--- src/hw/rtl/sha256_message_hasher_macros.svh ---
// assertion macros for the sha-256 message hasher
// expects clk_i and rst_ni to be visible at the point of use
`ifndef SHA256_MESSAGE_HASHER_MACROS_SVH
`define SHA256_MESSAGE_HASHER_MACROS_SVH

// same-cycle implication, checked out of reset
`define SHA_ASSERT_IMP(lbl, ante, cons) \
  lbl: assert property (@(posedge clk_i) disable iff (!rst_ni) (ante) |-> (cons)) \
    else $error("sha256 hasher: same-cycle check failed");

// next-cycle implication, checked out of reset
`define SHA_ASSERT_NXT(lbl, ante, cons) \
  lbl: assert property (@(posedge clk_i) disable iff (!rst_ni) (ante) |=> (cons)) \
    else $error("sha256 hasher: next-cycle check failed");

`endif

--- src/hw/rtl/sha_pkg.sv ---
// shared types and constants of the sha-256 message hasher
// beat payloads, round-unit control struct, round constants, initial hash
package sha_pkg;

  // command codes of an input beat
  localparam logic CmdAbsorb = 1'b0;
  localparam logic CmdFinish = 1'b1;

  typedef struct packed {
    logic       command;
    logic [7:0] data_byte;
  } sha_in_t;

  typedef struct packed {
    logic [2:0]  word_index;
    logic [31:0] digest_word;
    logic        last_word;
  } sha_out_t;

  // control from the sequencer to the round unit
  typedef struct packed {
    logic       shift_byte;
    logic [7:0] byte_val;
    logic       start;
    logic       round_en;
    logic [5:0] round;
  } sha_ctl_t;

  localparam logic [31:0] ShaHInit [8] = '{
    32'h6a09e667, 32'hbb67ae85, 32'h3c6ef372, 32'ha54ff53a,
    32'h510e527f, 32'h9b05688c, 32'h1f83d9ab, 32'h5be0cd19
  };

  localparam logic [31:0] ShaK [64] = '{
    32'h428a2f98, 32'h71374491, 32'hb5c0fbcf, 32'he9b5dba5,
    32'h3956c25b, 32'h59f111f1, 32'h923f82a4, 32'hab1c5ed5,
    32'hd807aa98, 32'h12835b01, 32'h243185be, 32'h550c7dc3,
    32'h72be5d74, 32'h80deb1fe, 32'h9bdc06a7, 32'hc19bf174,
    32'he49b69c1, 32'hefbe4786, 32'h0fc19dc6, 32'h240ca1cc,
    32'h2de92c6f, 32'h4a7484aa, 32'h5cb0a9dc, 32'h76f988da,
    32'h983e5152, 32'ha831c66d, 32'hb00327c8, 32'hbf597fc7,
    32'hc6e00bf3, 32'hd5a79147, 32'h06ca6351, 32'h14292967,
    32'h27b70a85, 32'h2e1b2138, 32'h4d2c6dfc, 32'h53380d13,
    32'h650a7354, 32'h766a0abb, 32'h81c2c92e, 32'h92722c85,
    32'ha2bfe8a1, 32'ha81a664b, 32'hc24b8b70, 32'hc76c51a3,
    32'hd192e819, 32'hd6990624, 32'hf40e3585, 32'h106aa070,
    32'h19a4c116, 32'h1e376c08, 32'h2748774c, 32'h34b0bcb5,
    32'h391c0cb3, 32'h4ed8aa4a, 32'h5b9cca4f, 32'h682e6ff3,
    32'h748f82ee, 32'h78a5636f, 32'h84c87814, 32'h8cc70208,
    32'h90befffa, 32'ha4506ceb, 32'hbef9a3f7, 32'hc67178f2
  };

endpackage

--- src/hw/rtl/sha256_message_hasher.sv ---
// sha-256 message hasher top level: sequencer, hash state, length and digest beats
// depends on sha_pkg, sha_core and sha256_message_hasher_macros.svh
//
//   channel | valid      | stall       | payload
//   --------+------------+-------------+----------------------------------------
//   in      | in_valid_i | in_stall_o  | in_data_i  (command, data_byte)
//   out     | out_valid_o| out_stall_i | out_data_o (word_index, digest_word, last_word)
//
// an absorb beat is taken while idle; the beat that fills a block starts a compression
// (64 rounds on the shared round unit, then the hash update)
// finish pads one byte per cycle outside compressions up to the length bytes at byte
// 56, then shifts in the length bytes and compresses, then gives 8 digest beats
// reset loads the initial hash and clears the byte count; no memory clearing
// in_stall_o is high whenever the sequencer is busy; out_stall_i holds a beat
`include "sha256_message_hasher_macros.svh"

module sha256_message_hasher (
  input  logic              clk_i,
  input  logic              rst_ni,
  input  logic              in_valid_i,
  output logic              in_stall_o,
  input  sha_pkg::sha_in_t  in_data_i,
  output logic              out_valid_o,
  input  logic              out_stall_i,
  output sha_pkg::sha_out_t out_data_o
);
  import sha_pkg::*;

  typedef enum logic [5:0] {
    StIdle  = 6'b000001,
    StPad   = 6'b000010,
    StLen   = 6'b000100,
    StRound = 6'b001000,
    StAdd   = 6'b010000,
    StEmit  = 6'b100000
  } sha_state_e;

  // where the sequencer goes after a compression
  typedef enum logic [1:0] {
    RetIdle = 2'd0,
    RetPad  = 2'd1,
    RetEmit = 2'd2
  } sha_ret_e;

  localparam logic [5:0] FillLast  = 6'd63;
  localparam logic [5:0] LenPos    = 6'd56;
  localparam logic [5:0] RoundLast = 6'd63;
  localparam logic [2:0] WordLast  = 3'd7;
  localparam logic [7:0] PadByte   = 8'h80;

  sha_state_e  state_q, state_d;
  sha_ret_e    ret_q, ret_d;
  logic [5:0]  fill_q, fill_d;
  logic [5:0]  round_q, round_d;
  logic [63:0] count_q, count_d;
  logic [63:0] bits_q, bits_d;
  logic [2:0]  idx_q, idx_d;
  logic [31:0] hash_q [8];
  logic [31:0] hash_d [8];
  logic [31:0] wv [8];
  sha_ctl_t    ctl;
  logic        in_acc, out_acc;

  assign in_stall_o  = (state_q != StIdle);
  assign out_valid_o = (state_q == StEmit);
  assign in_acc      = in_valid_i & ~in_stall_o;
  assign out_acc     = out_valid_o & ~out_stall_i;

  assign out_data_o.word_index  = idx_q;
  assign out_data_o.digest_word = hash_q[0];
  assign out_data_o.last_word   = (idx_q == WordLast);

  sha_core u_core (
    .clk_i  (clk_i),
    .ctl_i  (ctl),
    .hash_i (hash_q),
    .wv_o   (wv)
  );

  // sequencer
  always_comb begin
    state_d = state_q;
    ret_d   = ret_q;
    fill_d  = fill_q;
    round_d = round_q;
    count_d = count_q;
    bits_d  = bits_q;
    idx_d   = idx_q;
    hash_d  = hash_q;
    ctl     = '0;
    ctl.round = round_q;
    case (state_q)
      StIdle: begin
        if (in_acc) begin
          ctl.shift_byte = 1'b1;
          fill_d = fill_q + 6'd1;
          if (in_data_i.command == CmdAbsorb) begin
            ctl.byte_val = in_data_i.data_byte;
            count_d = count_q + 64'd1;
            ret_d   = RetIdle;
          end else begin
            ctl.byte_val = PadByte;
            bits_d  = {count_q[60:0], 3'b000};
            count_d = '0;
            ret_d   = RetPad;
            state_d = StPad;
          end
          if (fill_q == FillLast) begin
            ctl.start = 1'b1;
            round_d   = '0;
            state_d   = StRound;
          end
        end
      end
      StPad: begin
        if (fill_q == LenPos) begin
          state_d = StLen;
        end else begin
          ctl.shift_byte = 1'b1;
          fill_d = fill_q + 6'd1;
          if (fill_q == FillLast) begin
            ctl.start = 1'b1;
            round_d   = '0;
            ret_d     = RetPad;
            state_d   = StRound;
          end
        end
      end
      StLen: begin
        // bit length, most significant byte first
        ctl.shift_byte = 1'b1;
        ctl.byte_val   = bits_q[63:56];
        bits_d = {bits_q[55:0], 8'h00};
        fill_d = fill_q + 6'd1;
        if (fill_q == FillLast) begin
          ctl.start = 1'b1;
          round_d   = '0;
          ret_d     = RetEmit;
          state_d   = StRound;
        end
      end
      StRound: begin
        ctl.round_en = 1'b1;
        round_d = round_q + 6'd1;
        if (round_q == RoundLast) begin
          state_d = StAdd;
        end
      end
      StAdd: begin
        for (int i = 0; i < 8; i++) begin
          hash_d[i] = hash_q[i] + wv[i];
        end
        case (ret_q)
          RetPad: state_d = StPad;
          RetEmit: begin
            idx_d   = '0;
            state_d = StEmit;
          end
          default: state_d = StIdle;
        endcase
      end
      StEmit: begin
        // rotate digest out of word 0, refill with the initial hash
        if (out_acc) begin
          for (int i = 0; i < 7; i++) begin
            hash_d[i] = hash_q[i + 1];
          end
          hash_d[7] = ShaHInit[idx_q];
          idx_d = idx_q + 3'd1;
          if (idx_q == WordLast) begin
            state_d = StIdle;
          end
        end
      end
      default: state_d = StIdle;
    endcase
  end

  // control and hash state
  always_ff @(posedge clk_i or negedge rst_ni) begin
    if (!rst_ni) begin
      state_q <= StIdle;
      ret_q   <= RetIdle;
      fill_q  <= '0;
      round_q <= '0;
      count_q <= '0;
      idx_q   <= '0;
      hash_q  <= ShaHInit;
    end else begin
      state_q <= state_d;
      ret_q   <= ret_d;
      fill_q  <= fill_d;
      round_q <= round_d;
      count_q <= count_d;
      idx_q   <= idx_d;
      hash_q  <= hash_d;
    end
  end

  // length word for padding
  always_ff @(posedge clk_i) begin
    bits_q <= bits_d;
  end

  // checks
  `SHA_ASSERT_IMP(a_no_in_while_out, out_valid_o, in_stall_o)
  `SHA_ASSERT_NXT(a_finish_busy, in_acc && (in_data_i.command == CmdFinish), in_stall_o)
  `SHA_ASSERT_NXT(a_last_ends, out_acc && out_data_o.last_word, !out_valid_o)
  `SHA_ASSERT_NXT(a_idx_step, out_acc && !out_data_o.last_word, out_valid_o && (out_data_o.word_index == ($past(out_data_o.word_index) + 3'd1)))

endmodule

--- src/hw/rtl/sha_core.sv ---
// sha-256 round unit: 512-bit block/schedule shift line and working variables
// one round per enabled cycle; depends on sha_pkg
module sha_core (
  input  logic             clk_i,
  input  sha_pkg::sha_ctl_t ctl_i,
  input  logic [31:0]      hash_i [8],
  output logic [31:0]      wv_o [8]
);
  import sha_pkg::*;

  function automatic logic [31:0] bsig0(input logic [31:0] x);
    bsig0 = {x[1:0], x[31:2]} ^ {x[12:0], x[31:13]} ^ {x[21:0], x[31:22]};
  endfunction

  function automatic logic [31:0] bsig1(input logic [31:0] x);
    bsig1 = {x[5:0], x[31:6]} ^ {x[10:0], x[31:11]} ^ {x[24:0], x[31:25]};
  endfunction

  function automatic logic [31:0] ssig0(input logic [31:0] x);
    ssig0 = {x[6:0], x[31:7]} ^ {x[17:0], x[31:18]} ^ {3'b000, x[31:3]};
  endfunction

  function automatic logic [31:0] ssig1(input logic [31:0] x);
    ssig1 = {x[16:0], x[31:17]} ^ {x[18:0], x[31:19]} ^ {10'b0, x[31:10]};
  endfunction

  // block bytes enter at the bottom; schedule word k sits at bits 511-32k
  logic [511:0] buf_q;
  logic [31:0]  wv_q [8];

  logic [31:0] w0, w1, w9, w14;
  logic [31:0] new_w, t1, t2, ch, maj;

  assign w0  = buf_q[511:480];
  assign w1  = buf_q[479:448];
  assign w9  = buf_q[223:192];
  assign w14 = buf_q[63:32];

  // next schedule word and round sums
  always_comb begin
    new_w = ssig1(w14) + w9 + ssig0(w1) + w0;
    ch    = (wv_q[4] & wv_q[5]) ^ (~wv_q[4] & wv_q[6]);
    maj   = (wv_q[0] & wv_q[1]) ^ (wv_q[0] & wv_q[2]) ^ (wv_q[1] & wv_q[2]);
    t1    = wv_q[7] + bsig1(wv_q[4]) + ch + ShaK[ctl_i.round] + w0;
    t2    = bsig0(wv_q[0]) + maj;
  end

  // byte packing and schedule shifting share one shift line
  always_ff @(posedge clk_i) begin
    if (ctl_i.shift_byte) begin
      buf_q <= {buf_q[503:0], ctl_i.byte_val};
    end else if (ctl_i.round_en) begin
      buf_q <= {buf_q[479:0], new_w};
    end
  end

  // working variables a..h
  always_ff @(posedge clk_i) begin
    if (ctl_i.start) begin
      wv_q <= hash_i;
    end else if (ctl_i.round_en) begin
      wv_q[7] <= wv_q[6];
      wv_q[6] <= wv_q[5];
      wv_q[5] <= wv_q[4];
      wv_q[4] <= wv_q[3] + t1;
      wv_q[3] <= wv_q[2];
      wv_q[2] <= wv_q[1];
      wv_q[1] <= wv_q[0];
      wv_q[0] <= t1 + t2;
    end
  end

  assign wv_o = wv_q;

endmodule

--- config.mk ---
export PLATFORM = sky130hd
export DESIGN_NAME = sha256_message_hasher
export DESIGN_NICKNAME = d
export VERILOG_FILES = /design/src/hw/rtl/sha_pkg.sv /design/src/hw/rtl/sha256_message_hasher.sv /design/src/hw/rtl/sha_core.sv
export VERILOG_INCLUDE_DIRS = /design/src /design/src/hw/rtl
export SDC_FILE = /design/constraint.sdc
export NUM_CORES = 2
export LEC_CHECK = 0
export BUFFER_PORTS_ARGS = -buffer_cell sky130_fd_sc_hd__clkbuf_2
export CAP_MARGIN = 20
export CORE_MARGIN = 1
export CORE_UTILIZATION = 40
export CTS_CLUSTER_DIAMETER = 50
export CTS_CLUSTER_SIZE = 14
export DETAILED_ROUTE_END_ITERATION = 12
export GPL_ROUTABILITY_DRIVEN = 0
export PLACE_DENSITY = 0.64
export RECOVER_POWER = 50
export SETUP_SLACK_MARGIN = 0.4
export SKIP_CTS_REPAIR_TIMING = 1
export SYNTH_ARGS = -nofsm -noshare
export SYNTH_HDL_FRONTEND = slang
export SYNTH_HIERARCHICAL = 1
export SYNTH_SLANG_ARGS = --single-unit
--- constraint.sdc ---
create_clock -name clk_i -period 12.3 [get_ports clk_i]
set_input_delay 0.615 -clock clk_i [delete_from_list [all_inputs] [get_ports clk_i]]
set_output_delay 0.615 -clock clk_i [all_outputs]
set_load 0.05 [all_outputs]
==> flow_summary.ini <==
[run_status]
status = complete, but fails checks
violations = max-capacitance violations, max-slew violations

[synth]
yosysTopAreaCellShare_pct = 31.3
async_flop_share_pct = 29.1
synth.area.top_cells = edfxtp_1, mux2_2, dfrtp_1
synthCells = 7738
ys_seq_area_share_pct = 42.2
synth_common_cells = edfxtp_1, nand2_1, mux2_2
synth_area_per_cell_um2 = 10.3
synth_top_flop_cell = edfxtp_1
synth_top_area_cell = edfxtp_1
synth_edf_count = 829
ys_seq_elements = 1169
yosys.cell_types.count = 108
yosysWarnings = 6
syn-num-nets = 8352
synth_most_common_cell = edfxtp_1
synth_area_mm2 = 0.0796

[routing]
finalWirelength_um = 227000
viasPerCell = 5.77
drc = 0
drt_pass1_iterations = 9
drtIter0Drc = 6352
ant_nets = 0
routedWlPerCell_um = 22.0
vias = 59600

[job]
maxCapViolations = 19

[timing]
worst_slew_pin_slew_ps = 5750
tns_ps = 0
timing.final.crit_share_pct = 85.2
final-max-slew-violation-count = 1222
maxSlewHeadroom_pct = -283
clock_skew_ps = 39.7
rsz0062_at_grt = false
fmax_ghz = 0.0954
setup_viol = 0
hold_viol = 0
worst_slack_ps = 1820
post-route-min-period_ps = 10480

[clock_network]
cts-root-buf = clkbuf_16
tritoncts = done
clkSinkCount = 1169
clock_path_buffers = 3
cts_max_level = 4
clkTransAtPathRegs_ps = 70
clk_latency_ps = 810
cts_buffers = 139

[worst_setup_path]
startpoint_type = flip-flop
critPathArrivalTime_ps = 11190
worstPathRequired_ps = 13020
worstSetupPathType = reg2reg
crit_fanout = 197
end_kind = flip-flop

[layout]
area_delta_synth_final_pct = 8.71
drive_gt1_share_pct = 15.0
regArea_mm2 = 0.0336
nets = 8187
post-route-util_pct = 43.8
multi_input_area_mm2 = 0.0425
fill_cells = 18600

[global_routing]
grt_max_degree = 207
antenna_found_initial = 3
grt_pass1_vias = 57000
grt_overflow = 0
grt_usage_pct = 22.2
grt_pass1_wl_um = 345000

[floorplan]
die_w_um = 448
initial_core_util_pct = 40.3
pin_count = 51
die_area_mm2 = 0.201
num_rows = 163
core_area_mm2 = 0.197
die_y_um = 448

[worst_hold_path]
hp-class = in2reg

[place]
pre_cts_ws_ps = 3680
io_buffers = 50
hpwl_um = 163000
[layer usage]
layer  global-route usage (%)  part of all wire, %  vias to the layer above  wire (um)
met3                     5.20                  8.5                      561      19200
met4                     8.80                  4.3                        2       9650
li1                         -                    -                    27400          -
met1                     30.1                   43                    29200      96700
met5                        0               0.0040                        -          9
met2                     34.0                   45                     2418     101000
[cell type report]
class	count	share of cell area [%]
diodes	1	0.00289
multi-input cells	5677	49.1
clock buffers	163	4.27
well taps	2640	3.82
flip-flops and latches	1169	38.8
inverters	481	2.10
clock inverters	81	1.10
repair buffers	105	0.761
[through the flow]
step                      cells  area [um2]  hold slack (ps)
after floorplan            7738       79600              319
after global placement    10100       82000              454
after detailed placement  10100       82000              459
after CTS                 10300       86700             -204
after global routing      10300       86500              259
final                     10300       86500              262
[final timing paths]
kind                            cells after the start  slack (ps)  startpoint           to
worst max-delay path                               10        1820  state_q[0]   hash_q[31]
worst min-delay path                                4         260  in_valid_i   state_q[0]
worst max register to register                     10        1820  state_q[0]   hash_q[31]
worst min register to register                      1         470   fill_q[5]    fill_q[5]
max in group asynchronous                           4        3510      rst_ni  hash_q[171]
min in group asynchronous                           2        2190      rst_ni  count_q[11]
[registers in the layout (all words and copies together) (netlist names)]
signal / flops
u_core/buf_q: 512
hash_q: 224
bits_q: 61
ret_q: 2
u_core/wv_o: 256
count_q: 61
round_q: 6
idx_q: 3
fill_q: 6
out_data_o: 32
state_q: 6
[cell usage in the layout (no fill, tap or decap), types with 21 or more instances in the layout]
master	instances
edfxtp_1	829
nand2_1	765
mux2_2	664
a21oi_1	584
o21ai_0	525
nor2_1	487
inv_1	477
ha_1	406
xnor2_1	353
xor2_1	256
a21o_1	232
dfrtp_1	201
fa_1	195
clkbuf_16	143
dfstp_2	136
a31oi_1	114
nand3_1	106
and3_1	91
nor3_1	82
a211oi_1	68
clkbuf_1	66
nand4_1	57
o21bai_1	51
o21a_1	47
nand2b_1	45
mux2i_1	45
o21ai_1	37
or3_1	36
o211ai_1	34
buf_4	34
nor2b_1	33
o31ai_1	29
and2_1	21
inv_6	21
[critical path, cell delays in order (launching register included)]
cell and delay, ps:
dfstp_1 610, nor2_1 120, nand4b_1 290, clkbuf_1 2320
or2_0 1160, nand2_1 1470, clkbuf_2 2330, o2111ai_1 1330
o21ai_0 220, a41oi_1 240, o31a_1 190
[logic make-up after synthesis]
logic type               after synthesis  share of synthesized area [%]
XOR/XNOR                             612                           6.77
AND/OR/NAND/NOR                     1809                           10.2
AO/OA/AOI/OAI                       1933                           14.9
buffers and inverters                892                           4.38
adder cells (fa/ha/maj)              603                           11.3
multiplexers                         720                           10.3
flip-flops                          1169                           42.2
Power is left out: the tool's default activity adds up to more than one toggle a clock period on the data nets, which glitch-free logic cannot reach.
